<file path="config.mk">
export PLATFORM = sky130hd
export DESIGN_NAME = sbip_lerp
export DESIGN_NICKNAME = d
export VERILOG_FILES = /design/src/sbip_pkg.sv /design/src/sbip_lerp.sv
export SDC_FILE = /design/constraint.sdc
export NUM_CORES = 1
export LEC_CHECK = 0
export BUFFER_PORTS_ARGS = -buffer_cell sky130_fd_sc_hd__buf_4
export CORE_UTILIZATION = 39
export DETAILED_ROUTE_END_ITERATION = 8
export HOLD_SLACK_MARGIN = 0.1
export SLEW_MARGIN = 10
export SYNTH_ARGS = -nofsm -noshare
export SYNTH_HDL_FRONTEND = slang
export SYNTH_SLANG_ARGS = --single-unit
export TNS_END_PERCENT = 1
</file>
<file path="constraint.sdc">
create_clock -name clk -period 2.5 [get_ports clk]
set_input_delay 0.375 -clock clk [delete_from_list [all_inputs] [get_ports clk]]
set_output_delay 0.375 -clock clk [all_outputs]
set_load 0.01 [all_outputs]
</file>
<file path="src/sbip_pkg.sv">
// Shared types, codes and constants for the sample buffer playback core.
`default_nettype none
package sbip_pkg;

	localparam int DEPTH_DEF       = 4096;
	localparam int SAMPLE_BITS_DEF = 16;

	localparam int ACTION_W  = 3;
	localparam int INDEX_W   = 12;
	localparam int SAMPLE_W  = 16;
	localparam int STEP_W    = 24;
	localparam int POS_W     = 13;
	localparam int LENGTH_W  = 13;
	localparam int FRAC_W    = 16;

	localparam logic [ACTION_W-1:0] ACT_REWIND  = 3'd0;
	localparam logic [ACTION_W-1:0] ACT_WRITE   = 3'd1;
	localparam logic [ACTION_W-1:0] ACT_READ    = 3'd2;
	localparam logic [ACTION_W-1:0] ACT_APPEND  = 3'd3;
	localparam logic [ACTION_W-1:0] ACT_NEXT    = 3'd4;
	localparam logic [ACTION_W-1:0] ACT_STRETCH = 3'd5;

	typedef struct packed {
		logic [ACTION_W-1:0]       action;
		logic [INDEX_W-1:0]        sample_index;
		logic signed [SAMPLE_W-1:0] sample_in;
		logic [STEP_W-1:0]         rate_step;
	} in_item_t;

	typedef struct packed {
		logic signed [SAMPLE_W-1:0] sample_out;
		logic [POS_W-1:0]          position;
		logic                      at_end;
	} out_item_t;

endpackage
`default_nettype wire

</file>
<file path="src/sbip_lerp.sv">
// Iterative shift-add interpolator between two stored samples.
`default_nettype none
module sbip_lerp import sbip_pkg::*; #(
	parameter int SAMPLE_BITS = SAMPLE_BITS_DEF
) (
	input  wire logic                   clk,
	input  wire logic                   arst_n,
	input  wire logic                   start,
	input  wire logic [SAMPLE_BITS-1:0] a,
	input  wire logic [SAMPLE_BITS-1:0] b,
	input  wire logic [FRAC_W-1:0]      frac,
	output logic                        busy,
	output logic [SAMPLE_BITS-1:0]      result
);

	localparam int ACC_W = SAMPLE_BITS + FRAC_W + 2;
	localparam int CNT_W = $clog2(FRAC_W);
	localparam logic [SAMPLE_BITS-1:0] BIAS = {1'b1, {(SAMPLE_BITS-1){1'b0}}};
	localparam logic [ACC_W-1:0] ROUND = ACC_W'(1) << (FRAC_W - 1);
	localparam logic [CNT_W-1:0] LAST = CNT_W'(FRAC_W - 1);

	logic [SAMPLE_BITS-1:0] ua, ub;
	logic [ACC_W-1:0]       acc_q, md_q;
	logic [FRAC_W-1:0]      fr_q;
	logic [CNT_W-1:0]       cnt_q;
	logic                   run_q;

	// Offset-binary view keeps the blend in unsigned arithmetic
	assign ua = a ^ BIAS;
	assign ub = b ^ BIAS;

	always_ff @(posedge clk or negedge arst_n) begin
		if (!arst_n) begin
			run_q <= 1'b0;
			cnt_q <= '0;
		end else if (start) begin
			run_q <= 1'b1;
			cnt_q <= '0;
		end else if (run_q) begin
			cnt_q <= cnt_q + CNT_W'(1);
			if (cnt_q == LAST) begin
				run_q <= 1'b0;
			end
		end
	end

	// acc = a*2^16 + half + (b-a)*f, one fraction bit per cycle
	always_ff @(posedge clk) begin
		if (start) begin
			acc_q <= (ACC_W'(ua) << FRAC_W) + ROUND;
			md_q  <= ACC_W'(ub) - ACC_W'(ua);
			fr_q  <= frac;
		end else if (run_q) begin
			if (fr_q[0]) begin
				acc_q <= acc_q + md_q;
			end
			md_q <= md_q << 1;
			fr_q <= fr_q >> 1;
		end
	end

	assign busy   = run_q;
	assign result = acc_q[FRAC_W +: SAMPLE_BITS] ^ BIAS;

endmodule
`default_nettype wire

</file>
==> run metrics, run 1 <==
CTS root buf clkbuf_16; Hold Crit Start frac[15]; critical path class reg -> reg; antenna viol nets, final 0; total track usage 20.1%; RD Place Congestion 0.847; Final nets 778; Post-Route Skew 8.42 ps; core footprint 0.0148 mm^2; Clock Tree Buf Depth 2; Vias 4684; PwrDens 1040 mW/mm^2; cell chain of the critical path ha_2 > fa_2 > a21o_1 > a31o_2 > nand4_1 > a21oi_1 > nor2_1 > buf_4 > o21bai_1 > xnor2_1 > o21ai_0; initial antenna violation count 0; M2 GR Usage 32.9%; min Tclk post-route 2540 ps; Final Setup Violations 8; Setup WS pre-CTS -239 ps; RSZ-0062 raised after global routing true; row count 44; Slew @ Worst Pin 423 ps; area grow syn2layout 22.9%; Filler Cells Inserted 1372; die area about 0.016 mm^2; max_cap viols 0; Unique masters post-synth 62; Avg Inst Size Synth roughly 10 um^2; final worst setup slack -39.4 ps; register area share after synthesis 42.4%; final hold violations 0; Post-synth EDFFs 80; first-pass GRT wire length around 24000 um; worst setup path startpoint acc_q[0]; drt drc 1; Slew HR a little under three quarters; Max Fanout on Critical Path 4; CP Buf/Inv Count 1; IR drop worst, VDD 0.481 mV; Worst path top cell family by delay compound AO/OA/AOI/OAI gates; post-synth net total 676; largest net degree at the start of global routing 93; Crit path required time 2580 ps; CTS tree done; min-delay worst type in -> reg; element type at the critical path end flop; f_max 394 MHz; Critical Path Source Type flop; Arr. time, crit path roughly 2600 ps; Post-synth top flop edfxtp_1; CTS Sinks 85; share of flip-flops with an asynchronous set or reset 5.88%; die height 126 um; GRT busiest layer met2; DP Wirelength 11400 um; Slew Viols, Final 0; clk slew on worst S/H paths 60 ps; FF-to-FF Start acc_q[0]; Worst path max stage delay 370 ps; Tcrit/Tclk final 102%; PortBufs 67; WL final 15400 um; synthesis-stage register bit count 85; Syn Inst Count 575; commonest non-fill, non-tap cells in the layout buf_4, edfxtp_1, nand2_1; multi-input logic area 0.00316 mm^2; M1 GR Usage 26.3%; Post-Synthesis Cell Area 0.00596 mm^2; wire per inst 17.8 um; final setup TNS -216 ps; GRT met3 Usage 2.80%; GRT Residual Overflow 0; Synth Warn # 0; register area 0.00253 mm^2; status complete, but fails checks; layout cells sized above 1 29.5%; Starting Density about 40%; slowest CP cell edfxtp_1; drt first pass iters 6; CTS Buf Count 9; most common cell after layout, fill and taps aside buf_4; I/O pin count 68; Vias/cell 5.41; vias in the first global route 4796; failing checks design-rule violations, negative setup slack; initial drt markers 273; die width 126 um; P_leak 3.21 nW; ant diodes 0; H-tree depth 3; Clock Latency Late Sink 350 ps
-- cell type report --
type                       instances  area share (%)
inverter                          40            2.05
timing repair buffer             124            13.1
clock inverter                     1           0.410
clock buffer                      15            3.65
tap                              184            3.14
sequential                        85            34.5
multi-input combinational        417            43.1
-- worst reg2reg max path, delay by kind of cell (launching register included) --
family,cells,cell delay [ps]
buf+inv,1,170
simple gates,2,280
compound gates,5,720
xor+xnor,1,140
fa+ha+maj,2,580
flops,1,370
-- routing by layer --
metal,vias to the layer above,wire (um)
li1,2287,-
met1,2259,7050
met2,114,7140
met3,24,708
met4,0,475
met5,-,0
-- per-stage QoR --
| step | instances | total power, mW | cell area, um^2 | hold WS, ps | util [%] |
|---|---|---|---|---|---|
| after floorplan | 575 | 4.92 | 5970 | 79.4 | - |
| after global placement | 844 | 5.96 | 6880 | 176 | 46.6 |
| after detailed placement | 844 | 6.04 | 6880 | 181 | 46.6 |
| after CTS | 866 | 7.57 | 7270 | 318 | 49.3 |
| after global routing | 866 | 8.15 | 7330 | 331 | 49.7 |
| final | 866 | 7.63 | 7330 | 323 | 49.7 |
-- flip-flops by register name (all words and copies together) (netlist names) --
register / count
busy: 1
acc_q: 32
fr_q: 16
cnt_q: 4
md_q: 32
-- worst paths after layout --
kind / end / slack [ps] / depth (start not counted)
max in group asynchronous: cnt_q[3] / 2030 / 2
setup / recovery: acc_q[26] / -40 / 11
setup reg to reg: acc_q[26] / -40 / 11
min in group asynchronous: busy / 370 / 2
hold / removal: fr_q[15] / 320 / 2
hold reg to reg: fr_q[3] / 550 / 1
-- Yosys cell counts, drive strengths merged, types with 11 or more instances --
library cell  number  area (um^2)
xnor2             22          193
a21o              20          154
nand4             11         68.8
a21oi             37          185
nor2              36          135
ha                48          601
edfxtp            80         2400
clkbuf            12         46.3
mux2              27          304
nand2             53          199
xor2              17          149
inv               39          146
o21ai             45          233
buf               20          151
-- report_power, final --
group	internal, mW	total, mW	switching [mW]
Combinational	1.95	3.98	2.04
Clock	0.832	1.38	0.546
Sequential	2.04	2.27	0.230
Total	4.82	7.63	2.82
-- timing repair --
action                                  4_1_cts  5_1_grt
cloned                                        0        0
endpoints found under the setup margin       16       34
endpoints found under the hold margin         5        0
hold buffers                                  1        0
pin swaps                                    14        6
setup buffers                                 5        0
gates resized for setup                      11       12
-- cells by family after synthesis --
group                      count (synthesis)  synth area share (%)
xor gates and xnor gates                  39                  5.73
AOI/OAI and AO/OA                        155                  18.1
buffers and inverters                     73                  6.38
DFF                                       85                  42.4
and+or+nand+nor                          145                  11.4
muxes                                     28                  5.27
adders and majority gates                 50                  10.7
(Power assumes the default switching activity.)
==> run 2, diff against run 1 <==
==> constraint.sdc (replaced) <==
create_clock -name clk -period 2.5 [get_ports clk]
set_input_delay 0.125 -clock clk [delete_from_list [all_inputs] [get_ports clk]]
set_output_delay 0.125 -clock clk [all_outputs]
set_load 0.01 [all_outputs]
==> run 2 against run 1 <==
Net effect:
- the run still ends with design-rule violations, negative setup slack left
- clock skew down 2.4 ps
- sequential share of layout area is 0.81 points lower
- critical path depth decreased by 2
- register-to-register slack about the same
- non-clock buffer count is 12 higher
- setup slack lost 0.57 ps
- cell count up 1.4%
- combinational power is essentially flat
- first-iteration DRC count is 16% lower
- core utilization is 1.2 points higher
- die area unchanged
==> run metrics, run 2 (synthesized netlist as in run 1, its figures left out) <==
status complete, but fails checks; failing checks design-rule violations, negative setup slack; Filler Cells Inserted 1332 (-2.9%); cells on worst reg2reg path 9 (-2); final setup TNS -189 ps (+27.3 ps); Hold Crit Start a[4]; slowest CP cell edfxtp_1; logic gate share of total power 51.3% (-0.9 points); core footprint 0.0148 mm^2 (unchanged); commonest non-fill, non-tap cells in the layout buf_4, edfxtp_1, nand2_1; Starting Density 40.4% (unchanged); Slew Viols, Final 0 (unchanged); Final nets 790 (+1.5%); element type at the critical path end flop; Cell Area, Placed 0.00682 mm^2 (-0.80%); initial drt markers 229 (-16%); top flop regs acc_q: 32 flops, md_q: 32 flops, fr_q: 16 flops; post-route cell area 0.00750 mm^2 (+2.4%); GRT Residual Overflow 0 (unchanged); Arr. time, crit path 2650 ps (+40 ps); Clock Tree Buf Depth 2 (unchanged); die height 126 um (unchanged); clk slew on worst S/H paths 70 ps (about the same); IR drop worst, VDD 0.474 mV (-1.6%); final worst setup slack -39.9 ps (-0.570 ps); most common cell after layout, fill and taps aside buf_4; Post-Route Skew 5.98 ps (-2.44 ps); Max Fanout on Critical Path 5 (+1); Worst Hold End acc_q[20]; CTS Sinks 85 (unchanged); Crit path required time 2610 ps (+30 ps); PortBufs 67 (unchanged); Critical Path Source Type flop; wire per inst 17.7 um (-0.18%); antenna viol nets, final 0 (unchanged); drt drc 2 (+1); Tcrit/Tclk final 102% (about the same); CTS tree done; min-delay worst type in -> reg; Final Setup Violations 10 (+2); sequential share of power 28.8% (-0.9 points); min Tclk post-route 2540 ps (+0.570 ps); RSZ-0062 raised after global routing true; total track usage 20.6% (+0.51 points); Power Internal 4.93 mW (+2.4%); DP Wirelength 11600 um (+2.0%); cell chain of the critical path ha_4 > o211ai_1 > o21ai_2 > o21ba_4 > o2111ai_4 > a2111oi_4 > o21ai_2 > a21o_1 > a31o_1; first-pass GRT wire length 25100 um (+3.1%); Clock Latency Late Sink 350 ps (about the same); I/O pin count 68 (unchanged); setup slack, reg-to-reg -40 ps (about the same); ant diodes 0 (unchanged); CTS Buf Count 9 (unchanged); cell mode on critical path o21ai_2; CP Buf/Inv Count 0 (-1); vias in the first global route 4769 (-0.56%); Worst path top cell family by delay compound AO/OA/AOI/OAI gates; switch share 36.9% (about the same); die area 0.0158 mm^2 (unchanged); Psw 2.89 mW (+2.5%); H-tree depth 3 (unchanged); die width 126 um (unchanged); f_max 394 MHz (about the same); Slew @ Worst Pin 428 ps (+4.84 ps); PwrDens 1040 mW/mm^2 (about the same); area grow syn2layout 25.8%; largest net degree at the start of global routing 70 (-25%); row count 44 (unchanged); Worst path max stage delay 430 ps (+60 ps); final hold violations 0 (unchanged); FF-to-FF End acc_q[25]; RD Place Congestion 0.879 (+3.8%); worst setup path startpoint md_q[4]; CTS root buf clkbuf_16; Slew HR 71.2% (-0.62 points); Vias 4724 (+0.85%); drt first pass iters 6 (unchanged); initial antenna violation count 0 (unchanged); FF-to-FF Start md_q[4]; P_leak 3.28 nW (+2.1%); worst hold stages 3 (+1); layout cells sized above 1 28.2% (-1.2 points); clock power share 19.9% (+1.8 points); critical path class reg -> reg; WL final 15600 um (+1.2%); max_cap viols 0 (unchanged); Vias/cell 5.38 (-0.52%)
run 2: per-layer routing:
layer / vias to the layer above / GRT usage (%) / share of wire, %
li1: 2315 / - / -
met1: 2238 / 27.6 / 45
met2: 150 / 33.8 / 47
met3: 21 / 2.89 / 5.9
met4: 0 / 7.82 / 2.0
met5: - / 0 / 0
run 2: repair_timing:
item / 4_1_cts / 5_1_grt
buffers inserted: 2 / 2
gates cloned: 0 / 0
pin swaps: 5 / 9
hold buffers: 21 / 0
resized for setup: 13 / 18
endpoints found under the setup margin: 17 / 34
hold endpoints to repair: 24 / 0
run 2: worst max path at each step:
stage / cells after the start / slack, ps / end
final: 9 / -40 / acc_q[25]
after global routing: 9 / -140 / acc_q[25]
after CTS: 10 / -60 / acc_q[30]
after detailed placement: 11 / -170 / acc_q[28]
after global placement: 12 / -150 / md_q[10]
after floorplan: 10 / 40 / acc_q[30]
run 2: worst min-delay path, stage by stage:
cell and delay [ps]:
buf_4 100, nand2_1 50, o21ai_1 80
run 2: through the flow:
stage | std cells | util, % | setup slack [ps] | hold WS (ps) | total power [mW]
after floorplan | 575 | - | 38.3 | -171 | 4.92
after global placement | 837 | 46.2 | -149 | -72.6 | 5.95
after detailed placement | 837 | 46.2 | -175 | -69.2 | 6.01
after CTS | 876 | 50.3 | -64.3 | 101 | 7.70
after global routing | 878 | 50.9 | -142 | 124 | 8.30
final | 878 | 50.9 | -39.9 | 117 | 7.82
run 2: area by class of cell:
class | instances | area [um^2] | area share [%]
Multi-Input combinational cell | 417 | 3160 | 42.0
Sequential cell | 85 | 2530 | 33.7
Timing Repair Buffer | 136 | 1100 | 14.7
Tap cell | 184 | 230 | 3.07
Clock buffer | 9 | 225 | 3.00
Inverter | 40 | 150 | 2.00
Clock inverter | 7 | 114 | 1.52
run 2: power by group through the flow:
stage	sequential (mW)	clock, mW	combinational, mW
floorplan	2.18	0	2.75
global placement	2.26	0	3.68
detailed placement	2.26	0	3.75
CTS	2.25	1.57	3.88
global route	2.30	1.60	4.40
finish	2.25	1.56	4.01
